### src/rpt_pkg.sv
// rpt_pkg: types, codes and helpers shared by the rigid point transform pipeline.
// No dependencies; imported by every module under src.
package rpt_pkg;

    localparam int COEF_W  = 16;
    localparam int COORD_W = 32;
    localparam int OPND_W  = COORD_W + 1;
    localparam int PROD_W  = COEF_W + OPND_W;
    localparam int ACC_W   = PROD_W + 2;
    localparam int FRAC_SH = 14;
    localparam int ROW_W   = 3 * COEF_W;
    localparam int CFG_IDX_W = 3;

    typedef enum logic [1:0] {
        MODE_ROW     = 2'd0,
        MODE_COL     = 2'd1,
        MODE_ROW_ADD = 2'd2,
        MODE_INVERSE = 2'd3
    } mode_t;

    typedef enum logic [CFG_IDX_W-1:0] {
        CFG_ROT_ROW0 = 3'd0,
        CFG_ROT_ROW1 = 3'd1,
        CFG_ROT_ROW2 = 3'd2,
        CFG_TRANS_X  = 3'd3,
        CFG_TRANS_Y  = 3'd4,
        CFG_TRANS_Z  = 3'd5
    } cfg_idx_t;

    localparam logic [ROW_W-1:0] ROT_ROW0_RST = 48'h0000_0000_4000;
    localparam logic [ROW_W-1:0] ROT_ROW1_RST = 48'h0000_4000_0000;
    localparam logic [ROW_W-1:0] ROT_ROW2_RST = 48'h4000_0000_0000;
    localparam logic [ACC_W-1:0] ROUND_HALF   = ACC_W'(1) << (FRAC_SH - 1);

    typedef struct packed {
        logic [2:0][2:0][COEF_W-1:0] coef;
        logic [2:0][OPND_W-1:0]      opnd;
        logic [2:0][COORD_W-1:0]     bias;
    } sel_t;

    typedef struct packed {
        logic [2:0][2:0][PROD_W-1:0] prod;
        logic [2:0][COORD_W-1:0]     bias;
    } prod_stage_t;

    typedef struct packed {
        logic [2:0][ACC_W-1:0] acc;
    } acc_stage_t;

    // {clamped, value}: round half up from Q.30 to Q16.16, then clamp.
    function automatic logic [COORD_W:0] round_sat(logic [ACC_W-1:0] acc);
        logic [ACC_W-1:0]         sum;
        logic [ACC_W-FRAC_SH-1:0] shifted;
        logic                     fits;
        sum     = acc + ROUND_HALF;
        shifted = sum[ACC_W-1:FRAC_SH];
        fits    = (shifted[ACC_W-FRAC_SH-1:COORD_W-1] == '0) ||
                  (shifted[ACC_W-FRAC_SH-1:COORD_W-1] == '1);
        if (fits)
        begin
            round_sat = {1'b0, shifted[COORD_W-1:0]};
        end
        else if (shifted[ACC_W-FRAC_SH-1])
        begin
            round_sat = {1'b1, 1'b1, {(COORD_W-1){1'b0}}};
        end
        else
        begin
            round_sat = {1'b1, 1'b0, {(COORD_W-1){1'b1}}};
        end
    endfunction

endpackage

### src/rpt_accumulate.sv
// rpt_accumulate: stage 3, three-term sums plus Q.30 translation bias.
// Depends on rpt_pkg.
module rpt_accumulate (
    input  logic                  clk,
    input  logic                  rst_n,
    input  logic                  en,
    input  logic                  in_valid,
    input  rpt_pkg::prod_stage_t  in_data,
    output logic                  valid,
    output rpt_pkg::acc_stage_t   data
);
    import rpt_pkg::*;

    logic       valid_reg;
    acc_stage_t data_reg;
    acc_stage_t data_next;

    always_comb
    begin
        data_next = '0;
        for (int i = 0; i < 3; i++)
        begin
            data_next.acc[i] =
                {{(ACC_W-PROD_W){in_data.prod[i][0][PROD_W-1]}}, in_data.prod[i][0]} +
                {{(ACC_W-PROD_W){in_data.prod[i][1][PROD_W-1]}}, in_data.prod[i][1]} +
                {{(ACC_W-PROD_W){in_data.prod[i][2][PROD_W-1]}}, in_data.prod[i][2]} +
                {{(ACC_W-COORD_W-FRAC_SH){in_data.bias[i][COORD_W-1]}},
                 in_data.bias[i], {FRAC_SH{1'b0}}};
        end
    end

    always_ff @(posedge clk or negedge rst_n)
    begin
        if (!rst_n)
            valid_reg <= 1'b0;
        else if (en)
            valid_reg <= in_valid;
    end

    always_ff @(posedge clk)
    begin
        if (en)
            data_reg <= data_next;
    end

    assign valid = valid_reg;
    assign data  = data_reg;
endmodule

### config.mk
export PLATFORM = sky130hd
export DESIGN_NAME = rpt_accumulate
export DESIGN_NICKNAME = d
export VERILOG_FILES = /design/src/rpt_pkg.sv /design/src/rpt_accumulate.sv
export SDC_FILE = /design/constraint.sdc
export NUM_CORES = 1
export LEC_CHECK = 0
export BUFFER_PORTS_ARGS = -buffer_cell sky130_fd_sc_hd__buf_2
export CELL_PAD_IN_SITES_DETAIL_PLACEMENT = 0
export CELL_PAD_IN_SITES_GLOBAL_PLACEMENT = 1
export CORE_AREA = 8 8 262 264
export CTS_BUF_LIST = sky130_fd_sc_hd__clkbuf_4 sky130_fd_sc_hd__clkbuf_8 sky130_fd_sc_hd__clkbuf_16
export DETAILED_ROUTE_END_ITERATION = 12
export DIE_AREA = 0 0 270 272
export GPL_ROUTABILITY_DRIVEN = 1
export GPL_TIMING_DRIVEN = 1
export MAX_ROUTING_LAYER = met4
export PLACE_DENSITY = 0.74
export SYNTH_ARGS = -nofsm -noshare
export SYNTH_HDL_FRONTEND = slang
export SYNTH_SLANG_ARGS = --single-unit
### constraint.sdc
create_clock -name clk -period 1.71 [get_ports clk]
set_clock_uncertainty 0.2 [all_clocks]
set_input_delay 0.2565 -clock clk [delete_from_list [all_inputs] [get_ports clk]]
set_output_delay 0.2565 -clock clk [all_outputs]
set_load 0.1 [all_outputs]
# Word-level counts from Yosys, hierarchy flattened

Index checks and enable logic that the tools add are counted.

Input bits: 541
Output and inout port bits: 154
Word-level logic and storage cells: 13
Flip-flop bits (word level): 154

$add $sub $neg: 9

Operators by type and width:

| cell             | count |
|---|---|
| $add A50 B49 Y51 | 3 |
| $add A51 B51 Y51 | 3 |
| $add A49 B49 Y50 | 3 |

# Depth between registers and ports, before layout

Word-level depth: 3
Mapped depth: 16
Gate-level depth less buffers: 16

# Worst setup path after synthesis

OpenSTA, ideal clock, no wires.

Kind: input port to flip-flop
From: input in_data[98] (netlist name)
To: register data_reg (netlist bit data[32]), data pin
Data required time: 1.245 ns
Arrival time: 3.976 ns
Buffers on the path: 0
Setup slack: -2.730 ns
Setup time: 0.265 ns
Stages on the path: 15
Cells stage by stage: inv_1 -> fa_1 -> inv_1 -> ha_1 -> ha_1 -> fa_1 -> a211oi_2 -> nor2_1 -> o31a_1 -> a211o_1 -> or4b_4 -> and2_2 -> a311oi_1 -> o21ai_1 -> xor2_1

RTL lines:

| what                 | line                 | source |
|---|---|---|
| from (decl)          | rpt_accumulate.sv:8  | `input rpt_pkg::prod_stage_t in_data,` |
| to (signal assigned) | rpt_accumulate.sv:43 | `data_reg <= data_next;` |
| to (decl)            | rpt_accumulate.sv:15 | `acc_stage_t data_reg;` |

==> impl_metrics.py <==
metrics = {
    "outcome": {
        "status": "finished with violations",
        "violations": "negative setup slack",
    },
    "drt": {
        "vias_per_cell": 4.44,
        "firstDrtPassIters": 5,
        "drc": 0,
        "wl_per_cell_um": 16.6,
        "drt_iter0_markers": 735,
        "routed_wl_um": 74300,
        "ant_nets": 0,
        "detailroute.via_count": 19873,
    },
    "power_and_ir_drop": {
        "internal_power_w": 0.0250,
        "ir_drop_mv": 0.855,
        "p_sw_share_pct": 54.3,
        "combPwrFrac_pct": 79.5,
        "switchingPower_w": 0.0297,
        "totalPowerFinal_w": 0.0548,
        "leakage_nw": 18.0,
        "p_per_area_nw_per_um2": 1630,
        "seq_power_share_pct": 13.4,
        "clockPowerShare_pct": 7.1,
    },
    "worst_setup_path": {
        "worstSetupEndpointType": "register",
        "regToRegEndpoint": "valid$_DFFE_PN0P_",
        "crit_top_cell": "ha_4",
        "required_ns": 1.74,
        "crit_fanout": 2,
        "slowest_stage": "fa_1",
        "worstReg2RegStart": "valid$_DFFE_PN0P_",
        "reg2regPathDepth": 1,
        "startpoint": "in_data[196]",
        "start_kind": "input pin",
        "max_stage_delay_ns": 0.54,
        "crit_path_end": "data[48]$_DFFE_PP_",
        "crit_chain": "buf_8 -> inv_8 -> fa_1 -> inv_2 -> ha_4 -> ha_4 -> fa_2 -> a211oi_2 -> nor2_2 -> o31a_1 -> a211o_1 -> or4b_4 -> a32o_2 -> o221ai_4 -> o21ai_2 -> a21oi_2 -> xnor2_1",
        "path_class": "input pin to register",
        "reg2reg_slack_ns": 0.77,
        "arrival_ns": 3.98,
    },
    "logic_synthesis": {
        "ys.flop_type": "edfxtp_1",
        "ys_ff_latch": 154,
        "mappedNetlistArea_sq_um": 21200,
        "syn_nets": 3350,
        "synth_cell_types": 72,
        "synth-async-reset-ratio_pct": 0.649,
        "yosysSeqAreaShare_pct": 21.8,
        "ys_warn_count": 0,
        "synth_edf_count": 153,
        "postSynthAreaPerCell_sq_um": 8.94,
        "syn-instance-count": 2368,
    },
    "floorplan": {
        "die_y_um": 272,
        "die_area_sq_um": 73400,
        "ioPinCount": 695,
        "core_area_sq_um": 64800,
        "initial_core_util_pct": 32.7,
        "rows": 94,
        "dieWidth_um": 270,
    },
    "grt": {
        "grt_max_degree": 31,
        "grt_use_total_pct": 20.2,
        "overflow": 0,
        "grt_pass1_vias": 21046,
        "grt_pass1_wl_um": 113000,
        "antenna_found_initial": 3,
    },
    "min_path": {
        "whs_path_depth": 3,
        "hold_path_class": "input pin to register",
    },
    "cts": {
        "clk_pin_slew_ns": 0.07,
        "clk_latency_ns": 0.49,
        "cts_buffers": 17,
        "htree_levels": 4,
        "ctsRootBufferMaster": "clkbuf_16",
        "cts.sinks": 154,
        "cts_tree": "built",
        "cts_buffer_depth": 2,
    },
    "place": {
        "gp_congestion": 0.902,
        "place_inst": 4362,
        "hpwlAfterDp_um": 64500,
        "io_buffers": 694,
    },
    "cells_and_area": {
        "final_cells": 4475,
        "drive_above_1_share_pct": 46.8,
        "largest_reg_flops": 153,
        "final_common_cell": "inv_1",
        "final_cell_mix": "inv_1, buf_2, buf_4, fa_1, edfxtp_1",
        "utilization_pct": 52.0,
        "final_nets": 4578,
        "syn2layout_area_growth_pct": 59.0,
        "fill_cells": 6109,
    },
    "timing": {
        "slew_viol_final": 0,
        "finalHoldViolations": 0,
        "final-setup-viol-count": 171,
        "rsz0062_at_grt": "true",
        "final.setup.tns_ns": -193.76,
        "period_share_pct": 231,
        "post-route-min-period_ns": 3.95,
        "max-slew-margin-rel_pct": 62.0,
        "fmax_mhz": 253,
        "worst_slew_pin_slew_ns": 0.574,
        "fin_ws_ns": -2.24,
    },
    "flow_run": {
        "drv_cap": 0,
    },
}
-- power groups by stage --
stage	clock network [W]	registers [W]	logic, W
2_1_floorplan	0	0.0198	0.0137
3_3_place_gp	0	0.00735	0.0385
3_5_place_dp	0	0.00739	0.0386
4_1_cts	0.00404	0.00734	0.0417
5_1_grt	0.00412	0.00749	0.0463
6_report	0.00390	0.00733	0.0435
-- logic make-up after synthesis --
kind of cell | share of synthesized area, %
AOI/OAI and AO/OA | 15.0
xor gates and xnor gates | 5.87
adders and majority gates | 35.2
buffers and inverters | 15.5
DFF | 21.8
muxes | 0.0532
and+or+nand+nor | 6.56
-- metal layers --
metal / vias up / wire length [um] / global-route usage (%)
met2: 467 / 37600 / 34.2
met5: - / 0 / -
li1: 9900 / - / -
met1: 9411 / 31400 / 24.4
met3: 95 / 3360 / 3.49
met4: 0 / 1970 / 6.19
-- synth_stat cells (3+ instances only) --
master     count  area [sq um]
o21a_1        19           143
nand3_1       23           115
nor4_1         4          25.0
a31oi_1       12          75.1
a221oi_1       6          52.6
a31o_2         4          35.0
a221oi_2       4          60.1
and4_1         4          35.0
and3_1        13          81.3
a21o_1        97           728
nand2b_1       6          37.5
ha_1         183          2290
o21ai_0       82           410
o31a_1         7          61.3
a311oi_1       4          35.0
nor3_1        14          70.1
nor2b_1        9          56.3
nand4_1       44           275
or4_1          3          22.5
clkbuf_1      56           210
edfxtp_1     153          4590
xnor2_1       92           806
inv_1        814          3060
fa_1         258          5160
a221o_1        3          30.0
a41oi_1        4          35.0
a21oi_1      143           716
o21bai_1      22           165
o31ai_1       10          75.1
nand2_1       73           274
or2_2          3          18.8
o211ai_1       5          37.5
o221a_2        4          45.0
nor2_1        64           240
and2_1         7          43.8
a2111oi_0      4          35.0
a21boi_0       6          45.0
xor2_1        50           438
a211oi_1      11          82.6
o22ai_1        4          25.0
-- cell type report --
cell class / instances / area (sq um) / area share [%]
multi-input combinational: 1342 / 15700 / 46.6
timing repair buffer: 1267 / 8540 / 25.4
sequential: 154 / 4620 / 13.7
inverter: 814 / 3160 / 9.38
tap: 864 / 1080 / 3.21
clock buffer: 17 / 425 / 1.26
clock inverter: 15 / 149 / 0.442
antenna: 2 / 5.00 / 0.0149
-- worst max-delay path: cells and delay by family --
kind                     cells  cell delay, ns
adder cells (fa/ha/maj)      4            1.28
buffers and inverters        3            0.15
AND/OR/NAND/NOR              2            0.60
AO/OA/AOI/OAI                7            1.60
XOR/XNOR                     1            0.08
-- worst min path at each step --
stage                      start                   to
floorplan                  rst_n    valid$_DFFE_PN0P_
global placement           rst_n    valid$_DFFE_PN0P_
detailed placement         rst_n    valid$_DFFE_PN0P_
CTS                 in_data[489]  data[103]$_DFFE_PP_
global route        in_data[489]  data[103]$_DFFE_PP_
finish              in_data[489]  data[103]$_DFFE_PP_
-- metrics by stage --
| stage | worst slack, ns | area [sq um] | hold slack, ns |
|---|---|---|---|
| global placement | -2.83 | 30400 | -0.142 |
| global route | -2.32 | 33700 | 0.0451 |
| CTS | -2.16 | 32600 | 0.0127 |
| finish | -2.24 | 33700 | 0.0614 |
| detailed placement | -2.82 | 30400 | -0.141 |
| floorplan | -2.45 | 22300 | -0.239 |
-- what timing repair did --
item                                    CTS  global route
hold buffers                              5             0
resized for setup                       281           195
endpoints found under the setup margin  290           270
hold endpoints to repair                 16             0
pin swaps                               170           147
setup buffers                            51            46
(Power assumes the default switching activity.)
