`src/rpt_pkg.sv`:
```
// rpt_pkg: types, codes and helpers shared by the rigid point transform pipeline.
// No dependencies; imported by every module under src.
package rpt_pkg;

    localparam int COEF_W  = 16;
    localparam int COORD_W = 32;
    localparam int OPND_W  = COORD_W + 1;
    localparam int PROD_W  = COEF_W + OPND_W;
    localparam int ACC_W   = PROD_W + 2;
    localparam int FRAC_SH = 14;
    localparam int ROW_W   = 3 * COEF_W;
    localparam int CFG_IDX_W = 3;

    typedef enum logic [1:0] {
        MODE_ROW     = 2'd0,
        MODE_COL     = 2'd1,
        MODE_ROW_ADD = 2'd2,
        MODE_INVERSE = 2'd3
    } mode_t;

    typedef enum logic [CFG_IDX_W-1:0] {
        CFG_ROT_ROW0 = 3'd0,
        CFG_ROT_ROW1 = 3'd1,
        CFG_ROT_ROW2 = 3'd2,
        CFG_TRANS_X  = 3'd3,
        CFG_TRANS_Y  = 3'd4,
        CFG_TRANS_Z  = 3'd5
    } cfg_idx_t;

    localparam logic [ROW_W-1:0] ROT_ROW0_RST = 48'h0000_0000_4000;
    localparam logic [ROW_W-1:0] ROT_ROW1_RST = 48'h0000_4000_0000;
    localparam logic [ROW_W-1:0] ROT_ROW2_RST = 48'h4000_0000_0000;
    localparam logic [ACC_W-1:0] ROUND_HALF   = ACC_W'(1) << (FRAC_SH - 1);

    typedef struct packed {
        logic [2:0][2:0][COEF_W-1:0] coef;
        logic [2:0][OPND_W-1:0]      opnd;
        logic [2:0][COORD_W-1:0]     bias;
    } sel_t;

    typedef struct packed {
        logic [2:0][2:0][PROD_W-1:0] prod;
        logic [2:0][COORD_W-1:0]     bias;
    } prod_stage_t;

    typedef struct packed {
        logic [2:0][ACC_W-1:0] acc;
    } acc_stage_t;

    // {clamped, value}: round half up from Q.30 to Q16.16, then clamp.
    function automatic logic [COORD_W:0] round_sat(logic [ACC_W-1:0] acc);
        logic [ACC_W-1:0]         sum;
        logic [ACC_W-FRAC_SH-1:0] shifted;
        logic                     fits;
        sum     = acc + ROUND_HALF;
        shifted = sum[ACC_W-1:FRAC_SH];
        fits    = (shifted[ACC_W-FRAC_SH-1:COORD_W-1] == '0) ||
                  (shifted[ACC_W-FRAC_SH-1:COORD_W-1] == '1);
        if (fits)
        begin
            round_sat = {1'b0, shifted[COORD_W-1:0]};
        end
        else if (shifted[ACC_W-FRAC_SH-1])
        begin
            round_sat = {1'b1, 1'b1, {(COORD_W-1){1'b0}}};
        end
        else
        begin
            round_sat = {1'b1, 1'b0, {(COORD_W-1){1'b1}}};
        end
    endfunction

endpackage

```
`src/rpt_select.sv`:
```
// rpt_select: stage 1, picks R or its transpose, forms operands and bias per mode.
// Depends on rpt_pkg.
module rpt_select (
    input  logic                                 clk,
    input  logic                                 rst_n,
    input  logic                                 en,
    input  logic                                 in_valid,
    input  logic [1:0]                           mode,
    input  logic signed [rpt_pkg::COORD_W-1:0]   point_x,
    input  logic signed [rpt_pkg::COORD_W-1:0]   point_y,
    input  logic signed [rpt_pkg::COORD_W-1:0]   point_z,
    input  logic [2:0][rpt_pkg::ROW_W-1:0]       rot,
    input  logic [2:0][rpt_pkg::COORD_W-1:0]     trans,
    output logic                                 valid,
    output rpt_pkg::sel_t                        data
);
    import rpt_pkg::*;

    logic  valid_reg;
    sel_t  data_reg;
    sel_t  data_next;
    mode_t mode_sel;
    logic [2:0][COORD_W-1:0] pt;

    assign mode_sel = mode_t'(mode);
    assign pt       = {point_z, point_y, point_x};

    always_comb
    begin
        data_next = '0;
        for (int i = 0; i < 3; i++)
        begin
            for (int k = 0; k < 3; k++)
            begin
                if (mode_sel == MODE_ROW || mode_sel == MODE_ROW_ADD)
                    data_next.coef[i][k] = rot[k][COEF_W*i +: COEF_W];
                else
                    data_next.coef[i][k] = rot[i][COEF_W*k +: COEF_W];
            end
            if (mode_sel == MODE_INVERSE)
                data_next.opnd[i] = {pt[i][COORD_W-1], pt[i]} -
                                    {trans[i][COORD_W-1], trans[i]};
            else
                data_next.opnd[i] = {pt[i][COORD_W-1], pt[i]};
            data_next.bias[i] = (mode_sel == MODE_ROW_ADD) ? trans[i] : '0;
        end
    end

    always_ff @(posedge clk or negedge rst_n)
    begin
        if (!rst_n)
            valid_reg <= 1'b0;
        else if (en)
            valid_reg <= in_valid;
    end

    always_ff @(posedge clk)
    begin
        if (en)
            data_reg <= data_next;
    end

    assign valid = valid_reg;
    assign data  = data_reg;
endmodule

```
`config.mk`:
```
export PLATFORM = sky130hd
export DESIGN_NAME = rpt_select
export DESIGN_NICKNAME = d
export VERILOG_FILES = /design/src/rpt_pkg.sv /design/src/rpt_select.sv
export SDC_FILE = /design/constraint.sdc
export NUM_CORES = 1
export LEC_CHECK = 0
export ABC_AREA = 1
export BUFFER_PORTS_ARGS = -buffer_cell sky130_fd_sc_hd__clkbuf_2
export CAP_MARGIN = 20
export CORE_AREA = 2 2 262 264
export DETAILED_ROUTE_END_ITERATION = 16
export DIE_AREA = 0 0 264 266
export GPL_TIMING_DRIVEN = 0
export PLACE_DENSITY = 0.49
export RECOVER_POWER = 50
export SYNTH_ARGS = -nofsm -noshare
export SYNTH_HDL_FRONTEND = slang
export SYNTH_SLANG_ARGS = --single-unit
export TNS_END_PERCENT = 20
```
`constraint.sdc`:
```
create_clock -name clk -period 1.45 [get_ports clk]
set_input_delay 0.3625 -clock clk [delete_from_list [all_inputs] [get_ports clk]]
set_output_delay 0.3625 -clock clk [all_outputs]
set_load 0.1 [all_outputs]
```
# After elaboration in Yosys (flattened, before gate mapping)
# Cells that the tools add are included.
[classes]
n_lt_le_gt_ge = 0
reduce_logical = 2
shift = 0
add_sub_neg = 3
div = 0
mul = 0
n_eq_ne = 2
n_mux = 9
bitwise = 0
[op_table]
columns = ["operator", "count"]
rows = [
  ["33-bit two-way mux", 3],
  ["32-bit by 32-bit subtractor with 33-bit output", 3],
  ["16-bit two-way mux", 6],
  ["2-bit equality test, second input constant", 2],
  ["2-bit zero test", 1],
  ["1-bit logical OR", 1],
]
[totals]
mem_bits_rw = 0
romBits = 0
memories = 0
latchBits = 0
elab_cells = 32
inputBits = 342
output_inout_bits = 340
ff_bits = 340

# Logic depth before layout (Yosys ltp)
# Gate-level depths: netlist (run 1).
[depth]
ltp_word = 3
ltp_mapped = 15
depth_no_buf = 15

# Worst setup path before layout (run 1)
# No wires, ideal clock.
[synth_path]
path_kind = "in2reg"
start = "input port point_x[0] (netlist name)"
end = "register data_reg (netlist bit data[124]) (data pin)"
arrival_ns = 1.737
path_slack_ns = -0.540
required_ns = 1.197
cell_stages = 13
setup_ns = 0.253
n_path_buf = 0
path_cell_list = "inv_1 -> ha_1 -> fa_1 -> inv_1 -> nand2_1 -> a21oi_1 -> nand2_1 -> nand3_2 -> nand2_1 -> nand2_1 -> nand2_1 -> nand3_1 -> nand2_1"
[synth_lines]
columns = ["element", "line_no", "text"]
rows = [
  ["start, declared", "rpt_select.sv:9", "input logic signed [rpt_pkg::COORD_W-1:0] point_x,"],
  ["end signal, assigned", "rpt_select.sv:60", "data_reg <= data_next;"],
  ["end, declared", "rpt_select.sv:20", "sel_t data_reg;"],
]

# Final worst setup path (run 1)
[layout_path]
start = "register data_reg (netlist bit data[126])"
end = "output port data[126] (netlist name)"
[layout_lines]
columns = ["element", "line_no", "text"]
rows = [
  ["end, declared", "rpt_select.sv:15", "output rpt_pkg::sel_t data"],
]
# No word-level cell between the ends.

==> results_dict.tcl, run 1 <==
set metrics [dict create \
    final_cells 4382 \
    grt.overflow.total 0 \
    ys_ff_latch 340 \
    crit_type "flop to primary output" \
    finClkSkew_ps 0 \
    area_delta_synth_final_pct 60.3 \
    p_leak_nw 15.9 \
    syn_nets 3068 \
    p_per_area_mw_per_mm2 1140 \
    drv_cap 0 \
    yosys_warnings 0 \
    drt-initial-drc-count 1218 \
    layout-drive-gt1-share_pct 37.6 \
    syn_area_per_cell_um2 7.86 \
    slowest_delay_ps 470 \
    tightest_slew_ps 1100 \
    cp.required_ps 1090 \
    cp_top_family "flip-flops" \
    viasPerCell 4.51 \
    cts_sinks 340 \
    maxSlewViolCount 0 \
    cts_max_level 2 \
    io_pins 682 \
    portBuffers 680 \
    critPathLaunchType "flop" \
    placed_cells 4192 \
    final_area_mm2 0.0331 \
    status "finished with violations" \
    fmax_ghz 0.612 \
    critPathBufInv 1 \
    yosys.area.top_type_share_pct 49.3 \
    path_max_fanout 1 \
    start_util_pct 30.5 \
    ys_types 33 \
    place_area_mm2 0.0253 \
    setup_violations 409 \
    fin_nets 3894 \
    cts_buffers 42 \
    largest_register_ffs 339 \
    fp.dieW_um 264 \
    fp-row-count 96 \
    arrival_ps 1270 \
    cts_root_buf "clkbuf_16" \
    layout_setup_ws_ps -184 \
    fillCellCount 6584 \
    ys_seq_area_share_pct 49.4 \
    crit_slowest_cell "edfxtp_1" \
    clk-insertion-delay-late_ps 560 \
    clockBufferDepth 3 \
    clk_pin_slew_ps 70 \
    antenna_found_initial 19 \
    violations "negative setup slack" \
    maxSlewHeadroom_pct 26.8 \
    ir_drop_mv 0.751 \
    vias 19700 \
    post-route-period-util_pct 113 \
    crit_chain "buf_8" \
    gp_congestion 0.897 \
    core_area_mm2 0.0677 \
    grt.total_usage_pct 22.0 \
    cts_tree "built" \
    hold_viol 0 \
    yosysTopAreaCell "edfxtp_1" \
    multiInputGateArea_mm2 0.0106 \
    synthCells 2627 \
    firstDrtPassIters 5 \
    endpoint_kind "primary output" \
    die_h_um 266 \
    min_path_type "input pin to flop" \
    wl_per_cell_um 18.8 \
    grt_pass1_wl_um 116000 \
    routed_wl_um 82300 \
    synth_area_mm2 0.0207 \
    final_cell_mix "792 x nand2_1, 465 x inv_1, 339 x edfxtp_1" \
    detail-route-antenna-nets 0 \
    finalCriticalPeriod_ps 1630 \
    dp_hpwl_um 64800 \
    synthTopCellsByArea "edfxtp_1 49%, nand2_1 17%, inv_1 9.6%" \
    die_area_mm2 0.0702 \
    grt_max_degree 103 \
    final_common_cell "nand2_1" \
    grt_pass1_vias 18800 \
    drcViolationCount 0 \
    utilization_pct 48.9 \
    rsz0062_at_grt "yes" \
    area.sequential_mm2 0.0102 \
]
## routing by layer
metal  global-route usage, %  routed length [um]
met1                    25.2               32500
met5                       0                  87
met2                    38.6               41300
met3                    6.93                6210
met4                    7.39                2190
## cell type report
cell class,instances,area share (%)
multi-input cells,1705,31.9
well taps,882,3.33
diodes,14,0.106
inverters,530,6.13
flip-flops and latches,340,30.8
plain buffers,52,0.808
repair buffers,782,22.8
clock buffers,51,3.28
clock inverters,26,0.827
## report_power, final
group	switching (mW)	leakage, nW	internal [mW]
Clock	4.38	0.664	6.24
Sequential	0.413	3.30	11.9
Combinational	10.5	11.9	4.49
## logic make-up after synthesis
family                   count (synthesis)  share of synthesized area, %
adder cells (fa/ha/maj)                 99                          6.11
multiplexers                             1                        0.0545
AO/OA/AOI/OAI                          217                          5.40
XOR/XNOR                                44                          1.87
buffers and inverters                  582                          10.9
AND/OR/NAND/NOR                       1344                          26.3
flip-flops                             340                          49.4
## cells in the mapped netlist, drive strengths merged
cell,n
dfrtp,1
nand4,7
a21o,3
nor2,226
fa,3
ha,96
mux2,1
nand2,965
clkinv,1
edfxtp,339
nor3,12
buf,25
and2,2
inv,529
xor2,3
clkbuf,27
a21oi,58
nand3,118
nand3b,14
o21ai,147
xnor2,41
o21bai,9
## path summary, 6_finish.rpt
check                      slack, ps   endpoint  depth (start not counted)       from
min reg2reg                      530      valid                          1      valid
max                             -180  data[126]                          1  data[126]
max reg2reg                      700      valid                          1      valid
min in group asynchronous        120      valid                          2      rst_n
min                               90  data[216]                          3    rot[53]
max in group asynchronous       1250      valid                          2      rst_n
## what timing repair did
action / in CTS / in global routing
cloned: 0 / 2
endpoints found under the hold margin: 49 / 0
setup buffers: 3 / 45
endpoints found under the setup margin: 606 / 535
resized for setup: 714 / 634
hold buffers: 49 / 0
pin swaps: 7 / 129
## tightest hold or removal path, stage by stage
cell and delay [ps]:
clkbuf_2 90, nand2_1 40, o21ai_0 60
## stage by stage
stage | power [mW] | hold slack [ps] | setup TNS (ps) | worst slack [ps]
final | 37.9 | 91.8 | -31520 | -184
after global routing | 39.4 | 78.9 | -60350 | -234
after CTS | 36.8 | 20.0 | -51200 | -281
after detailed placement | 24.4 | 139 | -284500 | -1210
after global placement | 24.5 | 139 | -2247260 | -6520
after floorplan | 21.6 | 66.9 | -21680 | -395
Power figures use the tool's default switching activity.
==> inputs of run 2 (changes only) <==
--- a/config.mk
+++ b/config.mk
@@ -8,11 +8,14 @@
 export ABC_AREA = 1
 export BUFFER_PORTS_ARGS = -buffer_cell sky130_fd_sc_hd__clkbuf_2
 export CAP_MARGIN = 20
+export CELL_PAD_IN_SITES_DETAIL_PLACEMENT = 1
+export CELL_PAD_IN_SITES_GLOBAL_PLACEMENT = 2
 export CORE_AREA = 2 2 262 264
+export CTS_CLUSTER_SIZE = 30
 export DETAILED_ROUTE_END_ITERATION = 16
 export DIE_AREA = 0 0 264 266
 export GPL_TIMING_DRIVEN = 0
-export PLACE_DENSITY = 0.49
+export PLACE_DENSITY = 0.82
 export RECOVER_POWER = 50
 export SYNTH_ARGS = -nofsm -noshare
 export SYNTH_HDL_FRONTEND = slang
==> results_dict.tcl, run 2 (synthesis results as in run 1) <==
set metrics [dict create \
    status "finished with violations" \
    violations "negative setup slack" \
    p_leak_nw 15.9 \
    fp.dieW_um 264 \
    cts_tree "built" \
    clk-insertion-delay-late_ps 590 \
    setup_violations 468 \
    critPathBufInv 1 \
    layout-drive-gt1-share_pct 38.7 \
    io_pins 682 \
    dp_hpwl_um 72000 \
    placed_cells 4192 \
    endpoint_kind "primary output" \
    reg2reg_to "valid" \
    cp.required_ps 1090 \
    grt_max_degree 116 \
    portBuffers 680 \
    core_area_mm2 0.0677 \
    min_path_type "input pin to flop" \
    clk_pin_slew_ps 70 \
    fp-row-count 96 \
    rsz0062_at_grt "yes" \
    cp.depth 1 \
    wl_met2_um 50700 \
    wl_per_cell_um 22.4 \
    firstDrtPassIters 5 \
    routed_wl_um 99000 \
    top_layer_used "met5" \
    critPathLaunchType "flop" \
    die_h_um 266 \
    maxSlewViolCount 0 \
    finalCriticalPeriod_ps 1690 \
    grt.total_usage_pct 25.8 \
    crit_end "data[145]" \
    setup_tns_ps -52630 \
    tightest_slew_ps 1000 \
    crit_type "flop to primary output" \
    hold_viol 0 \
    cp_top_family "flip-flops" \
    area_delta_synth_final_pct 61.6 \
    die_area_mm2 0.0702 \
    fin_nets 3910 \
    drv_cap 0 \
    grt_pass1_wl_um 137000 \
    grt_pass1_vias 22100 \
    worst_r2r_path_depth 1 \
    fillCellCount 7884 \
    drcViolationCount 0 \
    final_common_cell "nand2_1" \
    detail-route-antenna-nets 0 \
    grt.overflow.total 0 \
    finClkSkew_ps 0 \
    layout_setup_ws_ps -236 \
    place_ws_ps -1520 \
    slowest_delay_ps 500 \
    hold-worst-slack_ps 72.0 \
    cts_buffers 44 \
    viasPerCell 4.79 \
    clockBufferDepth 3 \
    wirelength_met1_um 37800 \
    path_max_fanout 1 \
    gp_congestion 0.889 \
    arrival_ps 1320 \
    post-route-period-util_pct 116 \
    wl_met3_um 5520 \
    ir_drop_mv 0.766 \
    vias 21100 \
    p_per_area_mw_per_mm2 1160 \
    area.sequential_mm2 0.0102 \
    ff2ff_setup_slack_ps 670 \
    crit_chain "buf_8" \
    final_cells 4414 \
    crit_slowest_cell "edfxtp_1" \
    largest_register_ffs 339 \
    cts_root_buf "clkbuf_16" \
    cts_max_level 2 \
    crit_start "data[145]" \
    fmax_ghz 0.593 \
    start_util_pct 30.5 \
    cts_sinks 340 \
    rr_startpoint "valid" \
    final_cell_mix "773 x nand2_1, 456 x inv_1, 339 x edfxtp_1" \
    drt-initial-drc-count 1439 \
    maxSlewHeadroom_pct 33.1 \
    antenna_found_initial 33 \
    multiInputGateArea_mm2 0.0108 \
]
run 2: cell count changes in the layout (fill, tap and decap cells not counted), sizes merged:
cell,before,now
diode,14,33
dlygate4sd3,49,50
inv,530,533
clkinvlp,3,2
bufinv,5,2
buf,160,173
run 2: worst min path at each step:
stage / from / endpoint / slack, ps / depth (start not counted)
2_1_floorplan: rst_n / valid / 70 / 0
3_3_place_gp: rst_n / valid / 140 / 1
3_5_place_dp: rst_n / valid / 140 / 1
4_1_cts: point_z[17] / data[179] / 40 / 3
5_1_grt: rot[54] / data[249] / 70 / 3
6_report: rot[59] / data[254] / 70 / 3
run 2: area by class of cell:
type	instances	area share, %
timing repair buffer	796	22.6
inverter	530	6.07
buffer	52	0.817
multi-input combinational	1705	32.4
antenna	33	0.247
clock buffer	51	3.38
sequential	340	30.6
tap	882	3.31
clock inverter	25	0.634
run 2: through the flow:
stage               total power, mW  utilization (%)  area (um^2)
finish                         38.6             49.3        33400
global route                   39.8             49.2        33400
CTS                            36.8             44.7        30300
detailed placement             24.6             37.4        25300
global placement               24.6             37.3        25200
floorplan                      21.6                -        20700
run 2: timing repair:
item,in CTS,in global routing
hold buffers,50,0
setup endpoints to repair,578,496
endpoints found under the hold margin,50,0
pin swaps,17,125
resized for setup,706,707
buffers inserted,12,51
run 2: power by group:
part | switching [mW] | internal (mW) | leakage, nW
Combinational | 10.9 | 4.57 | 12.0
Clock | 4.77 | 5.95 | 0.656
Sequential | 0.513 | 11.9 | 3.30
run 2: per-layer routing:
metal  up-vias  track usage (%)
li1       9929                -
met1     10300             29.0
met2       671             46.1
met3       203             5.33
met4         4             13.3
met5         -                0
==> inputs of run 3 (changes only) <==
--- a/config.mk
+++ b/config.mk
@@ -10,12 +10,11 @@
 export CAP_MARGIN = 20
 export CELL_PAD_IN_SITES_DETAIL_PLACEMENT = 1
 export CELL_PAD_IN_SITES_GLOBAL_PLACEMENT = 2
-export CORE_AREA = 2 2 262 264
+export CORE_UTILIZATION = 29
 export CTS_CLUSTER_SIZE = 30
 export DETAILED_ROUTE_END_ITERATION = 16
-export DIE_AREA = 0 0 264 266
 export GPL_TIMING_DRIVEN = 0
-export PLACE_DENSITY = 0.82
+export PLACE_DENSITY = 0.78
 export RECOVER_POWER = 50
 export SYNTH_ARGS = -nofsm -noshare
 export SYNTH_HDL_FRONTEND = slang
==> constraint.sdc (replaced) <==
create_clock -name clk -period 1.7 [get_ports clk]
set_input_delay 0.425 -clock clk [delete_from_list [all_inputs] [get_ports clk]]
set_output_delay 0.425 -clock clk [all_outputs]
set_load 0.1 [all_outputs]
==> results_dict.tcl, run 3 (synthesis results as in run 1) <==
set metrics [dict create \
    status "finished with violations" \
    violations "negative setup slack" \
    finalCriticalPeriod_ps 1800 \
    total_power_mw 31.6 \
    min_from "rot[67]" \
    viasPerCell 4.60 \
    clockBufferDepth 3 \
    placed_cells 4250 \
    start_util_pct 29.4 \
    ir_drop_mv 0.799 \
    fp.dieW_um 269 \
    final_cell_mix "883 x nand2_1, 519 x inv_1, 339 x edfxtp_1" \
    p_per_area_mw_per_mm2 1030 \
    grt_max_degree 111 \
    grt.total_usage_pct 24.0 \
    vias 20300 \
    endpoint_kind "primary output" \
    rsz0062_at_grt "yes" \
    arrival_ps 1370 \
    io_pins 682 \
    drcViolationCount 0 \
    die_area_mm2 0.0723 \
    hold_viol 0 \
    tightest_slew_ps 1220 \
    clk-insertion-delay-late_ps 590 \
    crit_start "data[200]" \
    crit_type "flop to primary output" \
    setup_tns_ps -192 \
    wl_per_cell_um 20.7 \
    top_usage_layer "met2" \
    met1_usage_pct 26.5 \
    grt.overflow.total 0 \
    p_leak_nw 15.2 \
    rr_startpoint "valid" \
    critPathLaunchType "flop" \
    final_common_cell "nand2_1" \
    gp_congestion 0.876 \
    place_ws_ps -1020 \
    fmax_ghz 0.557 \
    cts_max_level 2 \
    cts_root_buf "clkbuf_16" \
    drv_cap 0 \
    maxSlewViolCount 0 \
    layout_setup_ws_ps -95.2 \
    drt-initial-drc-count 932 \
    firstDrtPassIters 5 \
    crit_chain "buf_8" \
    met3_usage_pct 5.61 \
    detail-route-antenna-nets 0 \
    cts_buffers 43 \
    cp_top_family "flip-flops" \
    die_h_um 269 \
    slowest_delay_ps 520 \
    finClkSkew_ps 0 \
    cp.required_ps 1270 \
    layout-drive-gt1-share_pct 30.2 \
    critPathBufInv 1 \
    grt_pass1_vias 21500 \
    cts_tree "built" \
    path_max_fanout 1 \
    crit_slowest_cell "edfxtp_1" \
    dp_hpwl_um 71200 \
    post-route-period-util_pct 106 \
    maxSlewHeadroom_pct 18.4 \
    largest_register_ffs 339 \
    setup_violations 5 \
    min_path_type "input pin to flop" \
    portBuffers 680 \
    final_cells 4403 \
    routed_wl_um 91100 \
    fp-row-count 97 \
    clk_pin_slew_ps 70 \
    fin_nets 3854 \
    antenna_found_initial 21 \
    cts_sinks 340 \
    core_area_mm2 0.0703 \
    utilization_pct 43.8 \
    grt_pass1_wl_um 130000 \
    grt_use_met2_pct 42.8 \
    area_delta_synth_final_pct 49.0 \
]
==> run 3: report_power, final <==
group | switching [mW] | leakage [nW] | internal [mW] | total (mW)
Clock | 3.98 | 0.658 | 5.15 | 9.13
Combinational | 8.83 | 11.2 | 3.19 | 12.0
Sequential | 0.354 | 3.30 | 10.1 | 10.5
Total | 13.2 | 15.2 | 18.5 | 31.6
==> run 3: path summary, 6_finish.rpt <==
path	to	slack [ps]	cells past startpoint
min in group asynchronous	valid	140	2
worst min-delay path	data[262]	20	1
worst min register to register	valid	550	1
worst max-delay path	data[200]	-100	1
worst max register to register	valid	930	1
max in group asynchronous	valid	1470	2
==> run 3: through the flow <==
stage / hold WS [ps] / instance area (um^2)
final: 22.8 / 30800
after global routing: 6.99 / 30800
after CTS: 0.349 / 29600
after detailed placement: 203 / 25400
after global placement: 200 / 25300
after floorplan: 129 / 20700
==> run 3: layout make-up <==
class	count	area, um^2
diodes	17	42.5
plain buffers	52	262
clock buffers	51	1110
clock inverters	27	258
fillers	8397	39500
inverters	530	2020
multi-input cells	1705	9340
flip-flops and latches	340	10200
well taps	940	1180
repair buffers	741	6380
==> run 3: what timing repair did <==
| action | CTS | global route |
|---|---|---|
| gates cloned | 0 | 0 |
| endpoints found under the setup margin | 414 | 134 |
| resized for setup | 606 | 312 |
| setup buffers | 0 | 21 |
| pin swaps | 3 | 24 |
| hold buffers | 37 | 0 |
| endpoints found under the hold margin | 37 | 0 |
==> run 3: per-layer routing <==
metal	part of all wire, %	up-vias	wire length [um]
met2	51	531	46500
li1	-	9801	-
met5	0.054	-	49
met1	39	9730	35100
met3	5.8	181	5270
met4	4.6	8	4170
