[src/rpt_pkg.sv]
// rpt_pkg: types, codes and helpers shared by the rigid point transform pipeline.
// No dependencies; imported by every module under src.
package rpt_pkg;

    localparam int COEF_W  = 16;
    localparam int COORD_W = 32;
    localparam int OPND_W  = COORD_W + 1;
    localparam int PROD_W  = COEF_W + OPND_W;
    localparam int ACC_W   = PROD_W + 2;
    localparam int FRAC_SH = 14;
    localparam int ROW_W   = 3 * COEF_W;
    localparam int CFG_IDX_W = 3;

    typedef enum logic [1:0] {
        MODE_ROW     = 2'd0,
        MODE_COL     = 2'd1,
        MODE_ROW_ADD = 2'd2,
        MODE_INVERSE = 2'd3
    } mode_t;

    typedef enum logic [CFG_IDX_W-1:0] {
        CFG_ROT_ROW0 = 3'd0,
        CFG_ROT_ROW1 = 3'd1,
        CFG_ROT_ROW2 = 3'd2,
        CFG_TRANS_X  = 3'd3,
        CFG_TRANS_Y  = 3'd4,
        CFG_TRANS_Z  = 3'd5
    } cfg_idx_t;

    localparam logic [ROW_W-1:0] ROT_ROW0_RST = 48'h0000_0000_4000;
    localparam logic [ROW_W-1:0] ROT_ROW1_RST = 48'h0000_4000_0000;
    localparam logic [ROW_W-1:0] ROT_ROW2_RST = 48'h4000_0000_0000;
    localparam logic [ACC_W-1:0] ROUND_HALF   = ACC_W'(1) << (FRAC_SH - 1);

    typedef struct packed {
        logic [2:0][2:0][COEF_W-1:0] coef;
        logic [2:0][OPND_W-1:0]      opnd;
        logic [2:0][COORD_W-1:0]     bias;
    } sel_t;

    typedef struct packed {
        logic [2:0][2:0][PROD_W-1:0] prod;
        logic [2:0][COORD_W-1:0]     bias;
    } prod_stage_t;

    typedef struct packed {
        logic [2:0][ACC_W-1:0] acc;
    } acc_stage_t;

    // {clamped, value}: round half up from Q.30 to Q16.16, then clamp.
    function automatic logic [COORD_W:0] round_sat(logic [ACC_W-1:0] acc);
        logic [ACC_W-1:0]         sum;
        logic [ACC_W-FRAC_SH-1:0] shifted;
        logic                     fits;
        sum     = acc + ROUND_HALF;
        shifted = sum[ACC_W-1:FRAC_SH];
        fits    = (shifted[ACC_W-FRAC_SH-1:COORD_W-1] == '0) ||
                  (shifted[ACC_W-FRAC_SH-1:COORD_W-1] == '1);
        if (fits)
        begin
            round_sat = {1'b0, shifted[COORD_W-1:0]};
        end
        else if (shifted[ACC_W-FRAC_SH-1])
        begin
            round_sat = {1'b1, 1'b1, {(COORD_W-1){1'b0}}};
        end
        else
        begin
            round_sat = {1'b1, 1'b0, {(COORD_W-1){1'b1}}};
        end
    endfunction

endpackage

[src/rpt_finish.sv]
// rpt_finish: stage 4, rounding, saturation and the output register.
// Depends on rpt_pkg.
module rpt_finish (
    input  logic                                clk,
    input  logic                                rst_n,
    input  logic                                en,
    input  logic                                in_valid,
    input  rpt_pkg::acc_stage_t                 in_data,
    output logic                                valid,
    output logic signed [rpt_pkg::COORD_W-1:0]  result_x,
    output logic signed [rpt_pkg::COORD_W-1:0]  result_y,
    output logic signed [rpt_pkg::COORD_W-1:0]  result_z,
    output logic                                saturated
);
    import rpt_pkg::*;

    logic                    valid_reg;
    logic [2:0][COORD_W-1:0] res_reg;
    logic [2:0][COORD_W-1:0] res_next;
    logic                    sat_reg;
    logic                    sat_next;
    logic [2:0][COORD_W:0]   rs;

    always_comb
    begin
        sat_next = 1'b0;
        for (int i = 0; i < 3; i++)
        begin
            rs[i]       = round_sat(in_data.acc[i]);
            res_next[i] = rs[i][COORD_W-1:0];
            sat_next    = sat_next | rs[i][COORD_W];
        end
    end

    always_ff @(posedge clk or negedge rst_n)
    begin
        if (!rst_n)
            valid_reg <= 1'b0;
        else if (en)
            valid_reg <= in_valid;
    end

    always_ff @(posedge clk)
    begin
        if (en)
        begin
            res_reg <= res_next;
            sat_reg <= sat_next;
        end
    end

    assign valid     = valid_reg;
    assign result_x  = res_reg[0];
    assign result_y  = res_reg[1];
    assign result_z  = res_reg[2];
    assign saturated = sat_reg;
endmodule

[config.mk]
export PLATFORM = sky130hd
export DESIGN_NAME = rpt_finish
export DESIGN_NICKNAME = d
export VERILOG_FILES = /design/src/rpt_pkg.sv /design/src/rpt_finish.sv
export SDC_FILE = /design/constraint.sdc
export NUM_CORES = 1
export LEC_CHECK = 0
export BUFFER_PORTS_ARGS = -buffer_cell sky130_fd_sc_hd__buf_2
export CAP_MARGIN = 20
export CORE_ASPECT_RATIO = 0.6
export CORE_MARGIN = 2
export CORE_UTILIZATION = 45
export CTS_CLUSTER_DIAMETER = 100
export DETAILED_ROUTE_END_ITERATION = 10
export GPL_ROUTABILITY_DRIVEN = 0
export GPL_TIMING_DRIVEN = 0
export PLACE_DENSITY = 0.82
export REMOVE_ABC_BUFFERS = 1
export SETUP_SLACK_MARGIN = 0.05
export SLEW_MARGIN = 20
export SYNTH_ARGS = -nofsm -noshare
export SYNTH_HDL_FRONTEND = slang
export SYNTH_SLANG_ARGS = --single-unit
export TNS_END_PERCENT = 20
[constraint.sdc]
create_clock -name clk -period 0.8 [get_ports clk]
set_input_delay 0.08 -clock clk [delete_from_list [all_inputs] [get_ports clk]]
set_output_delay 0.08 -clock clk [all_outputs]
set_load 0.05 [all_outputs]
# Yosys cells after proc, flatten, opt, wreduce, memory -nomap -nowiden
# Index checks and enable logic that the tools add are counted.
# op_classes
muxes	6
n_reduce_logical	6
bitwise_logic	2
n_eq_ne	3
addsub	3
# op_table
operator	n
$add 51x14->51 const B	3
$mux 33	3
$mux 32	3
$eq 6x6->1 const B	3
$logic_not 6->1	3
$logic_or 1x1->1	3
$or 1x1->1	2
# totals
register_bits	98
inputBits	157
out_inout_bits	98
wordCells	25

# Longest topological paths before layout
# Gate-level depths: netlist of run 1.
# depth
word_depth	6
mapped_depth	10
ltp_nobuf	8

# Worst setup path after synthesis of run 1
# Ideal clock, no wire load.
# synth_timing
path_kind	input port to flip-flop
from	input in_data[13] in the netlist's numbering
to	register res_reg (netlist bit result_x[11]) (data pin)
setup_ns	0.264
path_slack_ns	-1.321
n_path_buf	2
cell_stages	10
t_arrival_ns	1.857
t_required_ns	0.536
path_cell_list	ha_1 -> nand2_1 -> or4_4 -> or4_1 -> nand3_1 -> o311a_2 -> or2_1 -> buf_6 -> buf_8 -> a21oi_2
# synth_lines
item	line_no	text
start: declaration	rpt_finish.sv:8	input rpt_pkg::acc_stage_t in_data,
end signal: assignment	rpt_finish.sv:47	res_reg <= res_next;
end: declaration	rpt_finish.sv:18	logic [2:0][COORD_W-1:0] res_reg;

# Worst setup path after layout of run 1
# layout_timing
from	input in_data[14] in the netlist's numbering
to	register sat_reg (netlist: saturated) (data pin)
# layout_between
elab_chain_cells	6
word_cells_on_any_way	7
cone_classes	add/sub (1); eq/ne (1); mux (1); bitwise (2); reduce/logical (2)
# layout_rtl
item	line_no	text
$add 51x14->51 *	rpt_pkg.sv:55	sum = acc + ROUND_HALF;
$eq 6x6->1 / $logic_not 6->1 (equally long branches)	rpt_pkg.sv:58, rpt_pkg.sv:57	
$logic_or 1x1->1 *	rpt_pkg.sv:57	fits = (shifted[ACC_W-FRAC_SH-1:COORD_W-1] == '0) ||
$mux 33 *	rpt_pkg.sv:59	if (fits)
$or 1x1->1 * (2 in a row)	rpt_finish.sv:31	sat_next = sat_next | rs[i][COORD_W];
named net sat_next	rpt_finish.sv:21	logic sat_next;
end signal: assignment	rpt_finish.sv:48	sat_reg <= sat_next;
end: declaration	rpt_finish.sv:20	logic sat_reg;
# The timed path passes the listed nets; every way through them passes the cells marked *.
# A chain may end at the register's enable or synchronous reset.

==> results.yml, run 1 <==
timing:
  fin_crit_ns: 2.063
  clock_skew_ns: 0
  worst_slack_ns: -1.263
  grt_setup_unrepaired: "true"
  relSlewSlack_pct: 59.70
  fmax_ghz: 0.4847
  worst_pin_slew_ns: 0.5999
  setup_violations: 195
  fin_setup_tns_ns: -129.09
  period_share_pct: 257.9
  slew_violations: 0
  hold_viol_final: 0
floorplanning:
  core_mm2: 0.01363
  design.portCount: 255
  rows: 33
  start_util_pct: 46.08
  die-area_mm2: 0.01494
  die_h_um: 95.50
  dieWidth_um: 156.5
clock_tree:
  numCtsBuffers: 9
  htreeDepth: 3
  cts_tree: "done"
  clock_latency_ns: 0.34
  cts_root_buf: "clkbuf_16"
  clockBufferDepth: 2
  cts_sinks: 98
  clk_pin_slew_worst_paths_ns: 0.07
route:
  firstDrtPassIters: 8
  drcViolationCount: 0
  vias: 6801
  routed_wl_um: 24750
  ant_nets: 0
  drt-wirelength-per-cell_um: 22.56
  avgViaCountPerCell: 6.200
  drt_iter0_markers: 504
layout:
  nNetsFinal: 1077
  register_area_mm2: 0.002938
  diodes: 0
  fill_cells: 815
  multi_input_area_mm2: 0.003989
  drive_gt1_share_pct: 52.82
  syn_to_final_growth_pct: 64.69
setup_path:
  worstSetupEndpoint: "saturated"
  r2r_end: "valid"
  cp_max_fo: 8
  path_cells: "buf_8, ha_4, nand2_4, or4_4, or4_4, nand3_4, o311a_4, or2_4, buf_12, buf_16, nand3_2"
  cp_data_required_time_ns: 0.89
  reg2reg_depth: 1
  critPathLaunch: "in_data[14]"
  cp-start-kind: "input port"
  path_buf_inv: 3
  cpMaxStageDelayCell: "or4_4"
  arrival_ns: 2.16
  cp.depth: 11
  crit_type: "input port to flip-flop"
  path_common_cell: "or4_4"
  crit_family: "simple AND/OR/NAND/NOR gates"
  r2r_start: "valid"
  end_kind: "flip-flop"
  critPathMaxStageDelay_ns: 0.55
  regToRegSetupSlack_ns: 0.01
global_routing:
  grt_overflow: 0
  use_met1_pct: 35.59
  antenna_found_initial: 0
  grt_pass1_wl_um: 32760
  grtUsageTotal_pct: 28.33
  use_met2_pct: 48.57
  grt_pass1_vias: 6197
  use_met3_pct: 6.636
  gr-max-usage-layer: "met2"
  grt_max_degree: 68
logic_synthesis:
  synth_compound_area_share_pct: 13.53
  synthMuxAreaShare_pct: 0.6975
  synth-seq-cells: 98
  synthCells: 615
  synthSimpleGateAreaFrac_pct: 22.14
  syn_area_mm2: 0.006279
  ys_async_sr_fraction_pct: 1.020
  synth_top_family_by_area: "simple AND/OR/NAND/NOR gates"
  ys_types: 64
  synth_fa_ha_area_share_pct: 0.5978
  synth-xor-area-share_pct: 12.83
  synth_edf_count: 97
  yosysSeqAreaShare_pct: 46.79
  ys.flop_type: "edfxtp_1"
  synth.avg_cell_area_um2: 10.21
  ys_warn_count: 0
run_status:
  status: "finished, violations left"
  violations: "negative setup slack"
hold_path:
  hp-class: "input port to asynchronous set/reset pin"
power_and_ir_drop:
  ir_drop_mv: 1.291
  total_power_mw: 16.00
  powerDensity_mw_per_mm2: 1548
  p_leak_nw: 3.903
placement:
  numPortBuffers: 215
  place_ws_ns: -2.439
  dp_hpwl_um: 12430
run:
  cap_violations: 0
how the worst min path moves through the flow:
| stage | start | end | slack, ns | cells past startpoint |
|---|---|---|---|---|
| CTS | rst_n | valid | 0.02 | 2 |
| finish | rst_n | valid | 0.03 | 2 |
| floorplan | rst_n | valid | -0.22 | 0 |
| global placement | rst_n | valid | -0.14 | 1 |
| detailed placement | rst_n | valid | -0.14 | 1 |
| global route | rst_n | valid | 0.04 | 2 |
where the power goes:
part | internal, mW | switching [mW] | total, mW
Clock | 2.45 | 2.10 | 4.55
Combinational | 1.88 | 3.15 | 5.03
Sequential | 6.17 | 0.245 | 6.42
Total | 10.5 | 5.50 | 16.0
through the flow:
stage	cells	hold slack [ns]	area, um^2	utilization (%)
floorplan	591	-0.2156	6110	-
global placement	981	-0.1446	7405	54.34
detailed placement	987	-0.1409	7512	55.13
CTS	1058	0.02453	9492	69.66
global route	1097	0.04028	10340	75.89
finish	1097	0.03393	10340	75.89
cells by family after synthesis:
family | after synthesis
buf+inv | 36
flops | 98
mux | 4
simple gates | 256
xor+xnor | 92
fa+ha+maj | 3
compound gates | 126
placed cells by master, fill, tap and decap left out, types with 17 or more instances in the layout:
cell / instances
a21oi_2: 48
nand2_1: 46
xnor2_1: 36
buf_2: 80
xor2_1: 53
nor2_1: 27
nand3_1: 38
buf_8: 17
o21ai_1: 21
buf_4: 76
edfxtp_1: 97
buf_6: 120
nand4_1: 26
Yosys cell counts (3+ instances only):
master	number	area, um^2
nand2b_1	3	18.77
a21oi_2	29	254.0
o21ai_0	3	15.01
edfxtp_1	97	2913
and3_1	18	112.6
o21ai_1	33	165.2
nand3_2	4	40.04
xnor2_1	37	324.1
nor3b_1	3	22.52
a211oi_1	3	22.52
a21oi_1	34	170.2
clkbuf_1	4	15.01
ha_1	3	37.54
buf_2	11	55.05
nand3_1	52	260.3
nor2_1	35	131.4
or3_1	6	37.54
xor2_1	55	481.7
a31oi_1	3	18.77
buf_4	5	37.54
nor3_1	18	90.09
or2_2	4	25.02
nor4_1	8	50.05
and2_1	3	18.77
nand2_1	51	191.4
and4_1	5	43.79
inv_1	12	45.04
nor3_2	3	30.03
nand4_1	26	162.7
final cells by class:
class | count | area share [%]
well taps | 175 | 2.118
inverters | 12 | 0.4356
multi-input cells | 487 | 38.58
clock buffers | 9 | 2.178
repair buffers | 309 | 27.54
flip-flops and latches | 98 | 28.41
clock inverters | 7 | 0.7381
timing repair:
| action | 4_1_cts | 5_1_grt |
|---|---|---|
| hold endpoints to repair | 2 | 0 |
| endpoints found under the setup margin | 196 | 263 |
| pin swaps | 54 | 42 |
| buffers inserted | 47 | 39 |
| gates resized for setup | 330 | 121 |
| cloned | 6 | 2 |
| hold buffers | 2 | 0 |
layer usage:
metal  vias to the layer above  wire (um)
li1                       2907          -
met1                      3215       8855
met2                       560      12020
met3                       119       2766
met4                         0       1107
met5                         -          0
No activity file was read; power rests on OpenSTA's default activity.
==> run 2: changes to the inputs <==
--- a/config.mk
+++ b/config.mk
@@ -9,12 +9,13 @@
 export CAP_MARGIN = 20
 export CORE_ASPECT_RATIO = 0.6
 export CORE_MARGIN = 2
-export CORE_UTILIZATION = 45
+export CORE_UTILIZATION = 46
+export CTS_BUF_LIST = sky130_fd_sc_hd__clkbuf_2
 export CTS_CLUSTER_DIAMETER = 100
 export DETAILED_ROUTE_END_ITERATION = 10
 export GPL_ROUTABILITY_DRIVEN = 0
 export GPL_TIMING_DRIVEN = 0
-export PLACE_DENSITY = 0.82
+export PLACE_DENSITY = 0.84
 export REMOVE_ABC_BUFFERS = 1
 export SETUP_SLACK_MARGIN = 0.05
 export SLEW_MARGIN = 20
==> run 2 against run 1 <==
  * The flow finishes with violations (negative hold slack, negative setup slack)
  * Sequential power about the same
  * Worst hold slack got worse by 0.12 ns
  * Routed wire length grew 17%
  * Core utilization is 6.9 points higher
  * First-iteration DRC count up 44%
  * Flip-flop and latch count unchanged
  * Final area increased by 8.1%
  * Total power shrank 7.6%
  * Non-clock buffer count rose by 107
  * Cell count grew 9.6%
  * Critical path type unchanged
  * Critical endpoint is now result_z[0]
  * Largest power group unchanged
  * Highest routed layer unchanged
==> results.yml, run 2 (synthesis gave the netlist of run 1 again) <==
global_routing:
  antenna_found_initial: 0
  grtUsageTotal_pct: 34.20
  grt_max_degree: 62
  grt_pass1_vias: 7125
  grt_overflow: 0
  grt_pass1_wl_um: 38530
power_and_ir_drop:
  clkPwrFrac_pct: 19.2
  switching_share_pct: 36.40
  p_comb_share_pct: 37.3
  p_leak_nw: 4.266
  netSwitchingPower_mw: 5.379
  pwr-share-seq_pct: 43.5
  ir_drop_mv: 0.9803
  p_int_mw: 9.398
  powerDensity_mw_per_mm2: 1323
layout:
  layout_commonest_cell: "buf_6"
  diodes: 0
  finalInstanceArea_mm2: 0.01117
  drive_gt1_share_pct: 47.32
  nNetsFinal: 1183
  syn_to_final_growth_pct: 77.96
  fill_cells: 658
  final_cell_mix: "128 x buf_6, 99 x dlygate4sd3_1, 97 x edfxtp_1, 83 x buf_4, 79 x buf_2"
  postLayoutCoreUtil_pct: 82.75
setup_path:
  crit_type: "input port to flip-flop"
  path_cells: "buf_8, nand4_1, buf_4, nor3_1, nand3b_1, o22ai_2, o311a_4, o2bb2ai_4, mux2_1"
  critPathMaxStageDelay_ns: 0.60
  arrival_ns: 2.54
  end_kind: "flip-flop"
  cp_max_fo: 3
  cpMaxStageDelayCell: "nor3_1"
  cp-start-kind: "input port"
  cp_data_required_time_ns: 1.16
  regToRegSetupSlack_ns: -0.03
route:
  ant_nets: 0
  drcViolationCount: 0
  drt_iter0_markers: 725
  vias: 7548
  firstDrtPassIters: 5
  avgViaCountPerCell: 6.280
  drt-wirelength-per-cell_um: 24.14
  routed_wl_um: 29010
timing:
  clock_skew_ns: 0
  hold_viol_final: 39
  grt_setup_unrepaired: "true"
  setup_violations: 196
  worst_pin_slew_ns: 0.7321
  period_share_pct: 271.8
  fmax_ghz: 0.4599
  fin_crit_ns: 2.174
  hold_ws_ns: -0.08986
  slew_violations: 0
  relSlewSlack_pct: 50.82
  worst_slack_ns: -1.374
  fin_setup_tns_ns: -144.57
clock_tree:
  cts_root_buf: "clkbuf_2"
  cts_sinks: 98
  cts_tree: "done"
  postCtsHoldBufs: 99
  htreeDepth: 3
  numCtsBuffers: 9
  clock_latency_ns: 0.56
  clk_pin_slew_worst_paths_ns: 0.28
  clockBufferDepth: 2
run:
  cap_violations: 0
floorplanning:
  core_mm2: 0.01350
  die-area_mm2: 0.01463
  die_h_um: 94.50
  start_util_pct: 46.50
  dieWidth_um: 154.8
  rows: 33
  design.portCount: 255
run_status:
  violations: "negative hold slack, negative setup slack"
  status: "finished, violations left"
placement:
  dpl_cell_area_mm2: 0.007515
  numPortBuffers: 215
  dp_hpwl_um: 12520
hold_path:
  hp-class: "input port to flip-flop"
-- run 2: changes by cell type in the layout (fill, tap and decap cells not counted), sizes merged --
cell,change
buf,+14
bufinv,+1
dlygate4sd3,+97
inv,-1
clkinvlp,-2
clkbuf,-3
nor2,-1
-- run 2: area by class of cell --
class                           instances  area [um^2]  area share, %
Timing Repair Buffer                  416         3934          35.21
Sequential cell                        98         2938          26.29
Clock inverter                          5        78.83         0.7055
Tap cell                              175        219.0          1.960
Clock buffer                           10        50.05         0.4479
Inverter                               12        45.04         0.4031
Multi-Input combinational cell        486         3909          34.98
-- run 2: final timing paths --
kind	endpoint	cells after the start	startpoint
max in group asynchronous	valid	3	rst_n
min in group asynchronous	valid	3	rst_n
worst min-delay path	result_z[28]	1	en
worst max register to register	valid	1	valid
worst max-delay path	result_z[0]	9	in_data[142]
worst min register to register	valid	1	valid
-- run 2: what timing repair did --
action / CTS / global route
endpoints found under the setup margin: 196 / 196
setup buffers: 55 / 39
resized for setup: 360 / 90
pin swaps: 74 / 29
endpoints found under the hold margin: 133 / 41
gates cloned: 8 / 1
-- run 2: worst max-delay path, delay by kind of cell --
kind                   cells  cell delay (ns)
buffers and inverters      2             0.31
AND/OR/NAND/NOR            3             1.11
AO/OA/AOI/OAI              3             0.68
multiplexers               1             0.35
-- run 2: stage by stage --
stage               power (mW)  std cells  hold slack (ns)  worst slack, ns
floorplan                8.740        591          -0.2156           -3.814
global placement         9.918        981          -0.1451           -5.031
detailed placement       9.981        988          -0.1442           -2.423
CTS                      14.15       1165          -0.1550          -0.9202
global route             15.08       1202          -0.1296           -1.361
finish                   14.78       1202         -0.08986           -1.374
-- run 2: metal layers --
| metal | GRT usage [%] | vias up | wire length (um) |
|---|---|---|---|
| met5 | 0 | - | 0 |
| met4 | 15.05 | 0 | 1918 |
| met3 | 9.316 | 199 | 3308 |
| met2 | 60.42 | 699 | 13880 |
| met1 | 39.63 | 3512 | 9904 |
| li1 | - | 3138 | - |
-- run 2: power groups by stage --
stage	Clock [mW]	Combinational [mW]	Sequential, mW
global placement	0	3.54	6.38
CTS	2.81	4.95	6.39
finish	2.84	5.51	6.43
global route	2.97	5.65	6.46
detailed placement	0	3.60	6.38
floorplan	0	0.766	7.97
==> run 3: changes to the inputs <==
--- a/config.mk
+++ b/config.mk
@@ -18,6 +18,7 @@
 export PLACE_DENSITY = 0.84
 export REMOVE_ABC_BUFFERS = 1
 export SETUP_SLACK_MARGIN = 0.05
+export SKIP_CTS_REPAIR_TIMING = 1
 export SLEW_MARGIN = 20
 export SYNTH_ARGS = -nofsm -noshare
 export SYNTH_HDL_FRONTEND = slang
==> run 3 against run 2 <==
  * The run still ends with negative hold slack, negative setup slack left
  * Total power shrank 3.5%
  * Worst hold slack got worse by 0.049 ns
  * Fmax increased by 12%
  * Worst setup slack improved by 0.23 ns
  * Sequential share of layout area rose by 2.0 points
  * Core utilization decreased by 5.9 points
  * Critical endpoint is now saturated
  * Largest cell class is now multi-input gates
  * Clock skew unchanged
==> results.yml, run 3 (synthesis gave the netlist of run 1 again) <==
timing:
  hold_viol_final: 41
  clock_skew_ns: 0
  relSlewSlack_pct: 45.54
  fin_crit_ns: 1.941
  grt_setup_unrepaired: "true"
  slew_violations: 0
  hold_ws_ns: -0.1390
  setup_violations: 196
  period_share_pct: 242.6
  worst_slack_ns: -1.141
  fmax_ghz: 0.5152
  worst_pin_slew_ns: 0.8094
clock_tree:
  clock_latency_ns: 0.59
  numCtsBuffers: 9
  cts_tree: "done"
  htreeDepth: 3
  cts_sinks: 98
  cts_root_buf: "clkbuf_2"
  clk_pin_slew_worst_paths_ns: 0.32
  clockBufferDepth: 2
setup_path:
  crit_type: "input port to flip-flop"
  arrival_ns: 2.28
  end_kind: "flip-flop"
  cp-start-kind: "input port"
  cp_max_fo: 16
  cp_data_required_time_ns: 1.14
  regToRegSetupSlack_ns: -0.02
floorplanning:
  design.portCount: 255
  die_h_um: 94.50
  dieWidth_um: 154.8
  start_util_pct: 46.50
  rows: 33
  core_mm2: 0.01350
  die-area_mm2: 0.01463
power_and_ir_drop:
  ir_drop_mv: 1.214
  p_leak_nw: 3.936
  powerDensity_mw_per_mm2: 1374
placement:
  dp.cells: 988
  dp_hpwl_um: 12520
  numPortBuffers: 215
  place_ws_ns: -2.423
route:
  drt_iter0_markers: 610
  wl_met2_um: 12320
  drt-wirelength-per-cell_um: 21.86
  wl_met1_um: 9181
  highest_layer: "met4"
  firstDrtPassIters: 5
  dr_wl_met3_um: 2896
  routed_wl_um: 25410
  vias: 7080
  ant_nets: 0
  avgViaCountPerCell: 6.093
  drcViolationCount: 0
global_routing:
  grt_pass1_wl_um: 25650
  grtUsageTotal_pct: 22.04
  antenna_found_initial: 0
  grt_max_degree: 62
  grt_overflow: 0
  grt_pass1_vias: 4977
layout:
  diodes: 0
  layout_commonest_cell: "buf_2"
  fill_cells: 792
  nNetsFinal: 1143
  fin_cells: 1162
  final_cell_mix: "132 x buf_2, 97 x dlygate4sd3_1, 97 x edfxtp_1, 78 x buf_6, 53 x xor2_1"
  drive_gt1_share_pct: 43.97
  syn_to_final_growth_pct: 65.37
run_status:
  status: "finished, violations left"
  violations: "negative hold slack, negative setup slack"
hold_path:
  hp-class: "input port to flip-flop"
run:
  cap_violations: 0
run 3: area by class of cell:
type	count	area (um^2)	area share (%)
Multi-Input combinational cell	485	3744	36.06
Clock buffer	10	50.05	0.4820
Inverter	12	45.04	0.4338
Tap cell	175	219.0	2.109
Clock inverter	5	78.83	0.7592
Timing Repair Buffer	377	3308	31.86
Sequential cell	98	2938	28.30
run 3: metrics by stage:
step / TNS [ns] / total power, mW / util (%) / area [um^2]
2_1_floorplan: -226.17 / 8.740 / - / 6110
3_3_place_gp: -448.67 / 9.918 / 54.84 / 7405
3_5_place_dp: -230.73 / 9.981 / 55.66 / 7515
4_1_cts: -200.32 / 12.69 / 56.61 / 7644
5_1_grt: -151.70 / 14.65 / 76.90 / 10380
6_report: -143.81 / 14.27 / 76.90 / 10380
run 3: final timing paths:
path / start / to / cells past startpoint
worst max register to register: valid / valid / 1
worst max-delay path: in_data[142] / saturated / 11
min in group asynchronous: rst_n / valid / 3
worst min register to register: valid / valid / 1
worst min-delay path: en / result_z[28] / 1
max in group asynchronous: rst_n / valid / 3
run 3: where the power goes:
part | internal, mW | leakage [nW] | switching [mW]
clock | 1.03 | 0.0822 | 1.80
sequential | 6.16 | 0.964 | 0.207
combinational | 1.89 | 2.89 | 3.18
total | 9.08 | 3.94 | 5.19
run 3: critical path, stage by stage:
cell	delay [ns]
buf_8	0.08
nand4_1	0.19
buf_4	0.21
nor4_4	0.24
nand4_1	0.30
xor2_2	0.45
o21ai_4	0.15
buf_12	0.16
o2bb2ai_4	0.16
buf_12	0.18
nand3_2	0.08
run 3: routing by layer:
layer	up-vias	GRT usage, %
li1	3058	-
met1	3345	32.05
met2	563	32.66
met3	114	6.104
met4	0	5.247
met5	-	0
